### config.mk
export PLATFORM = sky130hd
export DESIGN_NAME = gaussian_blur_3x3_stream
export DESIGN_NICKNAME = d
export VERILOG_FILES = /design/src/rtl/core/gb3_pkg.sv /design/src/rtl/core/gaussian_blur_3x3_stream.sv /design/src/rtl/core/gb3_ram.sv
export SDC_FILE = /design/constraint.sdc
export NUM_CORES = 2
export LEC_CHECK = 0
export BUFFER_PORTS_ARGS = -buffer_cell sky130_fd_sc_hd__buf_4
export CAP_MARGIN = 30
export CORE_MARGIN = 4
export CORE_UTILIZATION = 35
export DETAILED_ROUTE_END_ITERATION = 6
export HOLD_SLACK_MARGIN = 0.06
export PLACE_DENSITY_LB_ADDON = 0.08
export SLEW_MARGIN = 20
export SYNTH_ARGS = -nofsm -noshare
export SYNTH_HDL_FRONTEND = slang
export SYNTH_HIERARCHICAL = 1
export SYNTH_MEMORY_MAX_BITS = 65536
export SYNTH_SLANG_ARGS = --single-unit
### constraint.sdc
create_clock -name i_clk -period 11.8 [get_ports i_clk]
set_clock_uncertainty 0.2 [all_clocks]
set_input_delay 1.18 -clock i_clk [delete_from_list [all_inputs] [get_ports i_clk]]
set_output_delay 1.18 -clock i_clk [all_outputs]
set_load 0.01 [all_outputs]
### src/rtl/core/gb3_pkg.sv
// Shared constants, register codes and a helper function of the 3x3 blur stream.
// No dependencies; used by the RTL and the checker.
package gb3_pkg;

    localparam int unsigned MAX_WIDTH  = 256;
    localparam int unsigned MAX_HEIGHT = 256;

    localparam int PIX_W     = 8;
    localparam int DIM_W     = 9;
    localparam int CFG_IDX_W = 1;
    localparam int COL_W     = $clog2(MAX_WIDTH);
    localparam int ROW_W     = $clog2(MAX_HEIGHT + 2);
    localparam int CNT_W     = $clog2(MAX_WIDTH * MAX_HEIGHT + 1);
    localparam int PROD_W    = 2 * DIM_W;

    localparam logic [CFG_IDX_W-1:0] CFG_WIDTH  = 1'b0;
    localparam logic [CFG_IDX_W-1:0] CFG_HEIGHT = 1'b1;

    localparam logic OP_FLUSH = 1'b1;

    function automatic logic [DIM_W-1:0] clamp_dim(logic [DIM_W-1:0] v, int unsigned hi);
        logic [DIM_W-1:0] res;
        res = v;
        if (v == '0) begin
            res = DIM_W'(1);
        end else if (32'(v) > hi) begin
            res = DIM_W'(hi);
        end
        return res;
    endfunction

    localparam logic [DIM_W-1:0] RESET_WIDTH  = clamp_dim(DIM_W'(256), MAX_WIDTH);
    localparam logic [DIM_W-1:0] RESET_HEIGHT = clamp_dim(DIM_W'(256), MAX_HEIGHT);
    localparam logic [CNT_W-1:0] RESET_AREA   =
        CNT_W'(PROD_W'(RESET_WIDTH) * PROD_W'(RESET_HEIGHT));

endpackage

### src/rtl/core/gaussian_blur_3x3_stream.sv
// 3x3 Gaussian blur over a raster stream of signed 8-bit pixels, zero-padded border,
// kernel 1 2 1 / 2 4 2 / 1 2 1, result = floor(sum / 16). Depends on gb3_pkg, gb3_ram.
//
// One item is taken per clock while o_stall is low. An item is read from the line memory
// in the cycle it is taken, combined with the window and written back in stage 1, and its
// result sits in the output register after that; one read and one write port of the line
// memory per cycle set this rate, with a bypass for back-to-back items on the same column
// (width 1). A frame is image_width*image_height pixels followed by image_width+1 flush
// items; the result for a pixel is formed by the item image_width+1 positions later and
// shows on o_valid once that item has passed stage 1. The last result of a frame
// carries o_frame_end. Writing either register restarts the frame. No clearing pass is
// needed after reset: line memory entries not yet written in the current frame only
// reach window taps above the first row or left of the first column, which read as zero.
module gaussian_blur_3x3_stream (
    input  logic                                 i_clk,
    input  logic                                 i_rst_n,
    input  logic                                 i_valid,
    output logic                                 o_stall,
    input  logic                                 i_op,
    input  logic signed [gb3_pkg::PIX_W-1:0]     i_pixel,
    output logic                                 o_valid,
    input  logic                                 i_stall,
    output logic signed [gb3_pkg::PIX_W-1:0]     o_blurred,
    output logic                                 o_frame_end,
    input  logic                                 i_cfg_we,
    input  logic [gb3_pkg::CFG_IDX_W-1:0]        i_cfg_index,
    input  logic [gb3_pkg::DIM_W-1:0]            i_cfg_data
);

    localparam int PIX_W = gb3_pkg::PIX_W;
    localparam int SUM_W = PIX_W + 4;
    localparam int LS_W  = 2 * PIX_W;

    typedef struct packed {
        logic                                emit;
        logic                                mask_left;
        logic                                mask_right;
        logic                                mask_top;
        logic                                fend;
        logic [gb3_pkg::COL_W-1:0]           col;
        logic signed [PIX_W-1:0]             pix;
    } t_s1;

    logic [gb3_pkg::DIM_W-1:0]  r_w, r_h, n_w, n_h;
    logic [gb3_pkg::CNT_W-1:0]  r_area, n_area;
    logic [gb3_pkg::COL_W-1:0]  r_col;
    logic [gb3_pkg::ROW_W-1:0]  r_row;
    logic [gb3_pkg::CNT_W-1:0]  r_cnt;

    logic                       r_s1_valid;
    t_s1                        r_s1, n_s1;
    logic                       r_fwd;
    logic [LS_W-1:0]            r_fwd_data;

    logic                       r_o_valid;
    logic signed [PIX_W-1:0]    r_o_blurred;
    logic                       r_o_fend;

    logic signed [PIX_W-1:0]    r_win [3][3];

    logic                       accept, s1_go;
    logic [gb3_pkg::COL_W-1:0]  col_eff;
    logic [31:0]                col_inc;
    logic                       wrap, rs_emit, in_emit, emit, fend;
    logic signed [PIX_W-1:0]    pix_v;

    logic [LS_W-1:0]            ram_rdata, ram_wdata, s1_line;
    logic signed [PIX_W-1:0]    s1_a, s1_b;
    logic signed [PIX_W-1:0]    new_col [3];
    logic signed [PIX_W-1:0]    g0, g1, g2;
    logic signed [SUM_W-1:0]    row_sum [3];
    logic signed [SUM_W-1:0]    sum;

    // configuration
    always_comb begin
        n_w = r_w;
        n_h = r_h;
        if (i_cfg_we && i_cfg_index == gb3_pkg::CFG_WIDTH) begin
            n_w = gb3_pkg::clamp_dim(i_cfg_data, gb3_pkg::MAX_WIDTH);
        end
        if (i_cfg_we && i_cfg_index == gb3_pkg::CFG_HEIGHT) begin
            n_h = gb3_pkg::clamp_dim(i_cfg_data, gb3_pkg::MAX_HEIGHT);
        end
        n_area = gb3_pkg::CNT_W'(gb3_pkg::PROD_W'(n_w) * gb3_pkg::PROD_W'(n_h));
    end

    always_ff @(posedge i_clk) begin
        if (!i_rst_n) begin
            r_w    <= gb3_pkg::RESET_WIDTH;
            r_h    <= gb3_pkg::RESET_HEIGHT;
            r_area <= gb3_pkg::RESET_AREA;
        end else begin
            r_w    <= n_w;
            r_h    <= n_h;
            r_area <= n_area;
        end
    end

    // stage 0: position, emit decision, line memory read
    assign s1_go   = r_s1_valid && (!r_s1.emit || !r_o_valid || !i_stall);
    assign o_stall = r_s1_valid && !s1_go;
    assign accept  = i_valid && !o_stall;

    always_comb begin
        col_eff = (32'(r_col) >= 32'(r_w)) ? '0 : r_col;
        col_inc = 32'(col_eff) + 32'd1;
        wrap    = col_inc >= 32'(r_w);
        rs_emit = (col_eff == '0) && (32'(r_row) >= 32'd2);
        in_emit = (col_eff != '0) && (32'(r_row) >= 32'd1);
        emit    = rs_emit || in_emit;
        fend    = emit && ((32'(r_cnt) + 32'd1) >= 32'(r_area));
        pix_v   = (i_op == gb3_pkg::OP_FLUSH || 32'(r_row) >= 32'(r_h)) ? '0 : i_pixel;

        n_s1.emit       = emit;
        n_s1.mask_left  = rs_emit ? (32'(r_w) < 32'd2) : (32'(col_eff) == 32'd1);
        n_s1.mask_right = rs_emit;
        n_s1.mask_top   = rs_emit ? (32'(r_row) < 32'd3) : (32'(r_row) < 32'd2);
        n_s1.fend       = fend;
        n_s1.col        = col_eff;
        n_s1.pix        = pix_v;
    end

    always_ff @(posedge i_clk) begin
        if (!i_rst_n) begin
            r_col <= '0;
            r_row <= '0;
            r_cnt <= '0;
        end else if (i_cfg_we) begin
            r_col <= '0;
            r_row <= '0;
            r_cnt <= '0;
        end else if (accept) begin
            if (fend) begin
                r_col <= '0;
                r_row <= '0;
                r_cnt <= '0;
            end else begin
                r_col <= wrap ? '0 : gb3_pkg::COL_W'(col_inc);
                r_row <= wrap ? r_row + gb3_pkg::ROW_W'(1) : r_row;
                if (emit) begin
                    r_cnt <= r_cnt + gb3_pkg::CNT_W'(1);
                end
            end
        end
    end

    always_ff @(posedge i_clk) begin
        if (!i_rst_n) begin
            r_s1_valid <= 1'b0;
        end else if (accept) begin
            r_s1_valid <= 1'b1;
        end else if (s1_go) begin
            r_s1_valid <= 1'b0;
        end
    end

    always_ff @(posedge i_clk) begin
        if (accept) begin
            r_s1       <= n_s1;
            r_fwd      <= s1_go && (r_s1.col == col_eff);
            r_fwd_data <= ram_wdata;
        end
    end

    // line memory: upper byte previous row, lower byte the row before
    gb3_ram #(
        .WIDTH (LS_W),
        .DEPTH (gb3_pkg::MAX_WIDTH)
    ) u_line_ram (
        .i_clk   (i_clk),
        .i_we    (s1_go),
        .i_waddr (r_s1.col),
        .i_wdata (ram_wdata),
        .i_re    (accept),
        .i_raddr (col_eff),
        .o_rdata (ram_rdata)
    );

    // stage 1: window update, kernel, write back
    always_comb begin
        s1_line    = r_fwd ? r_fwd_data : ram_rdata;
        s1_a       = s1_line[LS_W-1:PIX_W];
        s1_b       = s1_line[PIX_W-1:0];
        ram_wdata  = {r_s1.pix, s1_a};
        new_col[0] = s1_b;
        new_col[1] = s1_a;
        new_col[2] = r_s1.pix;
        g0 = '0;
        g1 = '0;
        g2 = '0;
        for (int k = 0; k < 3; k++) begin
            g0 = r_s1.mask_left  ? '0 : r_win[k][1];
            g1 = r_win[k][2];
            g2 = r_s1.mask_right ? '0 : new_col[k];
            if (k == 0 && r_s1.mask_top) begin
                g0 = '0;
                g1 = '0;
                g2 = '0;
            end
            row_sum[k] = SUM_W'(g0) + (SUM_W'(g1) <<< 1) + SUM_W'(g2);
        end
        sum = row_sum[0] + (row_sum[1] <<< 1) + row_sum[2];
    end

    always_ff @(posedge i_clk) begin
        if (!i_rst_n || i_cfg_we) begin
            for (int k = 0; k < 3; k++) begin
                for (int m = 0; m < 3; m++) begin
                    r_win[k][m] <= '0;
                end
            end
        end else if (s1_go) begin
            for (int k = 0; k < 3; k++) begin
                r_win[k][0] <= r_s1.fend ? '0 : r_win[k][1];
                r_win[k][1] <= r_s1.fend ? '0 : r_win[k][2];
                r_win[k][2] <= r_s1.fend ? '0 : new_col[k];
            end
        end
    end

    // output register
    always_ff @(posedge i_clk) begin
        if (!i_rst_n) begin
            r_o_valid <= 1'b0;
        end else if (s1_go && r_s1.emit) begin
            r_o_valid <= 1'b1;
        end else if (!i_stall) begin
            r_o_valid <= 1'b0;
        end
    end

    always_ff @(posedge i_clk) begin
        if (s1_go && r_s1.emit) begin
            r_o_blurred <= sum[SUM_W-1:4];
            r_o_fend    <= r_s1.fend;
        end
    end

    assign o_valid     = r_o_valid;
    assign o_blurred   = r_o_blurred;
    assign o_frame_end = r_o_fend;

endmodule

### src/rtl/core/gb3_ram.sv
// Generic single-clock RAM: one write port, one read port, registered read data.
// Read returns the old contents on a same-address write. No dependencies.
module gb3_ram #(
    parameter int WIDTH = 8,
    parameter int DEPTH = 256
) (
    input  logic                     i_clk,
    input  logic                     i_we,
    input  logic [$clog2(DEPTH)-1:0] i_waddr,
    input  logic [WIDTH-1:0]         i_wdata,
    input  logic                     i_re,
    input  logic [$clog2(DEPTH)-1:0] i_raddr,
    output logic [WIDTH-1:0]         o_rdata
);

    logic [WIDTH-1:0] r_mem [DEPTH];
    logic [WIDTH-1:0] r_rdata;

    always_ff @(posedge i_clk) begin
        if (i_we) begin
            r_mem[i_waddr] <= i_wdata;
        end
        if (i_re) begin
            r_rdata <= r_mem[i_raddr];
        end
    end

    assign o_rdata = r_rdata;

endmodule

# After elaboration in Yosys (flattened, before gate mapping)

Memory sizes are Yosys's and may differ from the RTL's. A register that Yosys moved wholly into a read port is not among the register bits.
Index checks and enable logic that the tools add are counted.

Eq/ne operators: 3
Add/sub/neg operators: 12
Multipliers: 1
Reduce and logical (&&, ||, !) cells: 30
Mux-type cells: 51
Bitwise gates (word level): 11
$lt $le $gt $ge: 10

Operators by type and width:

| kind                  | number |
|---|---|
| $mux 8                | 30 |
| $mux 9                | 6 |
| $mux 17               | 2 |
| $add 10x8->11         | 3 |
| $add 8x9->10          | 3 |
| $lt 9x2->1 const B    | 3 |
| $add 17x1->18 const B | 1 |
| $ge 18x17->1          | 1 |
| $ge 9x9->1            | 2 |
| $add 17x1->17 const B | 1 |
| $mul 9x9->17          | 1 |
| $mux 16               | 1 |
| $add 11x12->12        | 1 |
| $add 12x11->12        | 1 |
| $mux 1                | 12 |
| $logic_and 1x1->1     | 10 |
| $add 8x1->9 const B   | 1 |
| $add 9x1->9 const B   | 1 |
| $ge 8x9->1            | 1 |
| $ge 9x1->1 const B    | 1 |
| $ge 9x2->1 const B    | 1 |
| $gt 9x9->1 const B    | 1 |
| $logic_not 9->1       | 1 |
| $or 1x1->1            | 9 |
| 11 further kinds      | 24 |

Bits in writable memories: 4,168
Output and inout port bits: 11
Memories: 2
Logic and storage cells: 139
Bits of input ports: 24
Register bits after elaboration: 118

Memories:

| name             | words | bits a word | rd ports | clocked after Yosys merged registers in | write ports | RTL line                       | source |
|---|---|---|---|---|---|---|---|
| u_line_ram.r_mem | 256   | 16          | 1        | 1                                       | 1           | gb3_ram.sv:16                  | `logic [WIDTH-1:0] r_mem [DEPTH];` |
| r_win            | 3     | 24          | 3        | 0                                       | 3           | gaussian_blur_3x3_stream.sv:59 | `logic signed [PIX_W-1:0] r_win [3][3];` |

# Logic depth before layout (Yosys ltp)

Depth after elaboration: 9
Depth in mapped cells: 27
Mapped depth without buffers: 25

# Hierarchy

The synthesis kept the hierarchy.

Modules (own cells, without submodules):

| module                   | sequential area each (um^2) | cells each | area each (um^2) | instances |
|---|---|---|---|---|
| gb3_ram                  | 123,478.4                   | 7,360      | 158,874.9        | 1 |
| gaussian_blur_3x3_stream | 4,274.1                     | 1,354      | 12,927.4         | 1 |

# Worst setup path before layout

Ideal clock, no wire load.

Path kind: reg-to-reg
Start: reg r_s1, in the netlist new_col[2]
End: reg r_o_blurred[7] (netlist: o_blurred[7]), data pin
Period minus slack after synthesis: 7,622 ps
Setup time: 260 ps
Data arrival time: 7,162 ps
Path buffers: 0
Setup slack: 4,178 ps
Data required time: 11,340 ps
Stages on the path, launching flop included: 17
Cell sequence: edfxtp_1 -> nor2b_1 -> fa_1 -> fa_1 -> fa_1 -> inv_1 -> fa_1 -> inv_1 -> ha_1 -> and4b_1 -> o21a_1 -> o21a_1 -> o2111ai_1 -> nand4b_1 -> a21o_1 -> a21oi_1 -> xnor2_1

Word-level cells in the longest chain between the ends: 3

RTL lines:

| item                   | RTL line                        | source |
|---|---|---|
| start, declared        | gaussian_blur_3x3_stream.sv:51  | `t_s1 r_s1, n_s1;` |
| start signal, assigned | gaussian_blur_3x3_stream.sv:159 | `r_s1 <= n_s1;` |
| $mux 8                 | gaussian_blur_3x3_stream.sv:194 | `g2 = r_s1.mask_right ? '0 : new_col[k];` |
| $add 10x8->11          | gaussian_blur_3x3_stream.sv:200 | `row_sum[k] = SUM_W'(g0) + (SUM_W'(g1) <<< 1) + SUM_W'(g2);` |
| $add 12x11->12         | gaussian_blur_3x3_stream.sv:202 | `sum = row_sum[0] + (row_sum[1] <<< 1) + row_sum[2];` |
| via sum[11]            | gaussian_blur_3x3_stream.sv:72  | `logic signed [SUM_W-1:0] sum;` |
| end signal, assigned   | gaussian_blur_3x3_stream.sv:234 | `r_o_blurred <= sum[SUM_W-1:4];` |
| end, declared          | gaussian_blur_3x3_stream.sv:56  | `logic signed [PIX_W-1:0] r_o_blurred;` |

The timed path passes the listed nets, and every way through them passes these cells.
A chain may end at the register's enable or synchronous reset.

# Worst setup path in the final report

Start: reg r_fwd
End: reg r_o_blurred[7] (netlist: o_blurred[7]), data pin

Word-level cells in the longest chain between the ends: 6
Elaborated cells between the ends (all ways): 8
Those cells by class: add/sub: 4; mux: 4

RTL lines:

| item                   | RTL line                        | source |
|---|---|---|
| start, declared        | gaussian_blur_3x3_stream.sv:52  | `logic r_fwd;` |
| start signal, assigned | gaussian_blur_3x3_stream.sv:160 | `r_fwd <= s1_go && (r_s1.col == col_eff);` |
| $mux 16 *              | gaussian_blur_3x3_stream.sv:181 | `s1_line = r_fwd ? r_fwd_data : ram_rdata;` |
| $mux 8                 | gaussian_blur_3x3_stream.sv:194 |  |
| $mux 8                 | gaussian_blur_3x3_stream.sv:195 | `if (k == 0 && r_s1.mask_top) begin` |
| $add 10x8->11          | gaussian_blur_3x3_stream.sv:200 |  |
| $add 11x12->12 *       | gaussian_blur_3x3_stream.sv:202 |  |
| $add 12x11->12 *       | gaussian_blur_3x3_stream.sv:202 |  |
| via sum[11]            | gaussian_blur_3x3_stream.sv:72  |  |

Mark *: on every way through the listed nets, which the timed path passes. The rest lies on a longest branch.

==> out/summary.txt <==
Status: finished, final reports clean
Mapped Nets: 8949
Worst path required time: 12.30 ns
Hold_sp: i_valid
Post-Place Cells: 15200
H-tree levels: 5
Post-route insts no fill: 16100
Critical path's top delay family: adder cells
Vias in the first global route: 88500
Worst R2R End: o_blurred[7]$_DFFE_PP_
Post-Syn Area per Cell: 19.7 um2
First-pass GRT wire length: 720 mm
Max-slew violation count: 0
P&R area growth vs syn: 14.8%
All-layer global routing usage: 20.3%
Core footprint: 0.489 mm2
Final GP Congestion: 0.810
Grt ovf: 0
Flops & latches, synth: 4278
RSZ-0062 raised after global routing: false
CP endpoint kind: flip-flop
Initial Util: 35.1%
Slowest CP cell: fa_1
CTS Hold Bufs: 0
Largest net degree at the start of global routing: 194
Slowest Stage Delay on Critical Path: 0.53 ns
Initial antenna violation count: 37
Min cycle time layout: 7.11 ns
Port Buffers: 34
Via count: 87800
Share of cells above drive strength 1: 23.2%
Max_cap viols: 0
Worst Reg-to-Reg Cells: 26
Worst-margin pin slew: 1.10 ns
Max transition margin: 26.1%
CTS tree: yes
Post-CTS setup buffers: 0
CTS max path bufs: 4
Worst hold path stage count: 2
Hold path endpoint: r_s1_valid$_SDFFE_PN0P_
WL final: 518 mm
Detailed Route Iter0 Violations: 8668
Clk Tree Root Cell: clkbuf_16
Clock Pin Slew Worst Setup and Hold Paths: 0.06 ns
P per Cell Area: 164 mW/mm2
Hold Crit Class: in -> reg
Final #Nets: 9419
Worst flop-to-flop path startpoint: r_fwd$_DFFE_PP_
Detail Route Antenna Nets: 0
Worst Path Arrival: 7.61 ns
Row count: 257
Reg-to-reg slack, setup: 4.69 ns
Final setup fails: 0
Top Ports: 35
WL/cell: 32.3 um
Detailed Routing Iterations Pass 1: 6
Most frequent cells in the layout: edfxtp_1, mux4_2, mux2i_1
Drc violations: 0
Number of flops mapped to enable cells by yosys: 4207
Via density: 5.47
Critical path launch point type: flip-flop
DP Wirelength: 308 mm
Die Width: 709 um
Buf/Inv on CP: 6
CP Class: reg -> reg
Cell mode on critical path: fa_1
Crit path launch: r_fwd$_DFFE_PP_
Worst VDD drop: 0.132 mV
Setup TNS: 0 ns
Netlist Area Pre-Place: 0.172 mm2
Clock Latency Late Sink: 1.02 ns
Final Hold Fails: 0
Post-synthesis cell count: 8714
Die Y: 709 um
Cts bufs inserted: 469
Primary FF master, synth: edfxtp_1
Post-cts sizing count: 0
Commonest non-fill, non-tap cell in the layout: edfxtp_1
CTS sink count: 4278
Final worst setup slack: 4.69 ns
Synth unique cells: 84
Worst slack at placement: 4.66 ns
Max Fanout on Critical Path: 16
Synth Warn #: 6
Power Total: 0.0324 W
Leak: 60.7 nW
Sequential share of the synthesized area: 74.4%
Fmax: 141 MHz
Die area: 0.502 mm2
Fin crit share: 60.3%
Ys async rst share: 0%
==> area by class of cell <==
type                            instances  area (um2)
Antenna cell                           15        37.5
Clock buffer                          591       12200
Clock inverter                        268        2570
Fill cell                           43700      292000
Inverter                              235         971
Multi-Input combinational cell       3712       41100
Sequential cell                      4278      128000
Tap cell                             6475        8100
Timing Repair Buffer                  488        4460
==> kinds of logic after synthesis <==
| family | share of synthesized area, % |
|---|---|
| fa+ha+maj | 2.00 |
| simple gates | 2.84 |
| xor+xnor | 0.321 |
| buf+inv | 2.18 |
| mux | 14.4 |
| flops | 74.4 |
| compound gates | 3.87 |
==> cell usage after synthesis (22+ instances only) <==
| cell type | instances | share of area (%) |
|---|---|---|
| nand4_1 | 33 | 0.12 |
| nor2_1 | 422 | 0.92 |
| clkbuf_1 | 258 | 0.56 |
| nand3_1 | 60 | 0.17 |
| o22ai_1 | 148 | 0.54 |
| o21ai_0 | 67 | 0.20 |
| a22o_1 | 32 | 0.16 |
| xnor2_1 | 42 | 0.21 |
| nand2_1 | 136 | 0.30 |
| mux2i_1 | 579 | 3.4 |
| and2_1 | 76 | 0.28 |
| a21oi_1 | 225 | 0.66 |
| nor2b_1 | 33 | 0.12 |
| edfxtp_1 | 4207 | 74 |
| fa_1 | 105 | 1.2 |
| buf_2 | 76 | 0.22 |
| nor3_1 | 109 | 0.32 |
| buf_6 | 79 | 0.52 |
| and3_1 | 22 | 0.080 |
| o221ai_1 | 252 | 1.3 |
| nand2b_1 | 34 | 0.12 |
| a22oi_1 | 53 | 0.23 |
| dfxtp_1 | 71 | 0.83 |
| inv_1 | 233 | 0.51 |
| mux2_2 | 94 | 0.62 |
| buf_4 | 26 | 0.11 |
| o32ai_1 | 22 | 0.11 |
| mux4_2 | 797 | 10 |
| a221oi_1 | 28 | 0.14 |
| ha_1 | 106 | 0.77 |
| buf_1 | 30 | 0.066 |
==> worst max path at each step <==
stage               slack (ns)                              end  cells past startpoint
finish                    4.69           o_blurred[7]$_DFFE_PP_                     26
global route              4.35           o_blurred[7]$_DFFE_PP_                     26
CTS                       4.63           o_blurred[7]$_DFFE_PP_                     26
detailed placement        4.66           o_blurred[7]$_DFFE_PP_                     26
global placement          3.76  u_line_ram/o_rdata[9]$_DFFE_PP_                     14
floorplan                 4.18           o_blurred[7]$_DFFE_PP_                     16
==> registers in the layout (all words and copies together) (netlist names) <==
register / flops
r_h: 9
r_win: 48
u_line_ram/o_rdata: 16
r_cnt: 17
r_s1: 13
new_col: 8
o_blurred: 8
o_frame_end: 1
r_w: 9
r_fwd: 1
o_valid: 1
r_s1_valid: 1
u_line_ram/r_mem: 4096
r_area: 17
r_row: 9
r_fwd_data: 16
r_col: 8
==> per-stage QoR <==
| stage | utilization [%] | hold WS [ns] | cell area (um2) |
|---|---|---|---|
| floorplan | - | 0.244 | 172000 |
| global placement | 37.0 | 0.293 | 181000 |
| detailed placement | 37.2 | 0.311 | 182000 |
| CTS | 40.2 | 0.149 | 197000 |
| global route | 40.3 | 0.210 | 197000 |
| finish | 40.3 | 0.264 | 197000 |
==> report_power, final <==
group          switching, W  internal, W  total [W]
logic              0.000912     0.000470    0.00138
clock network       0.00604      0.00817     0.0142
registers         0.0000249       0.0168     0.0168
total               0.00698       0.0254     0.0324
==> routing by layer <==
metal | vias up | wire (um) | GRT usage (%)
met4 | 10 | 13200 | 4.98
met3 | 606 | 32000 | 3.38
li1 | 36700 | - | -
met1 | 47800 | 230000 | 29.0
met5 | - | 68 | 0
met2 | 2678 | 243000 | 32.4
Power figures use the tool's default switching activity.
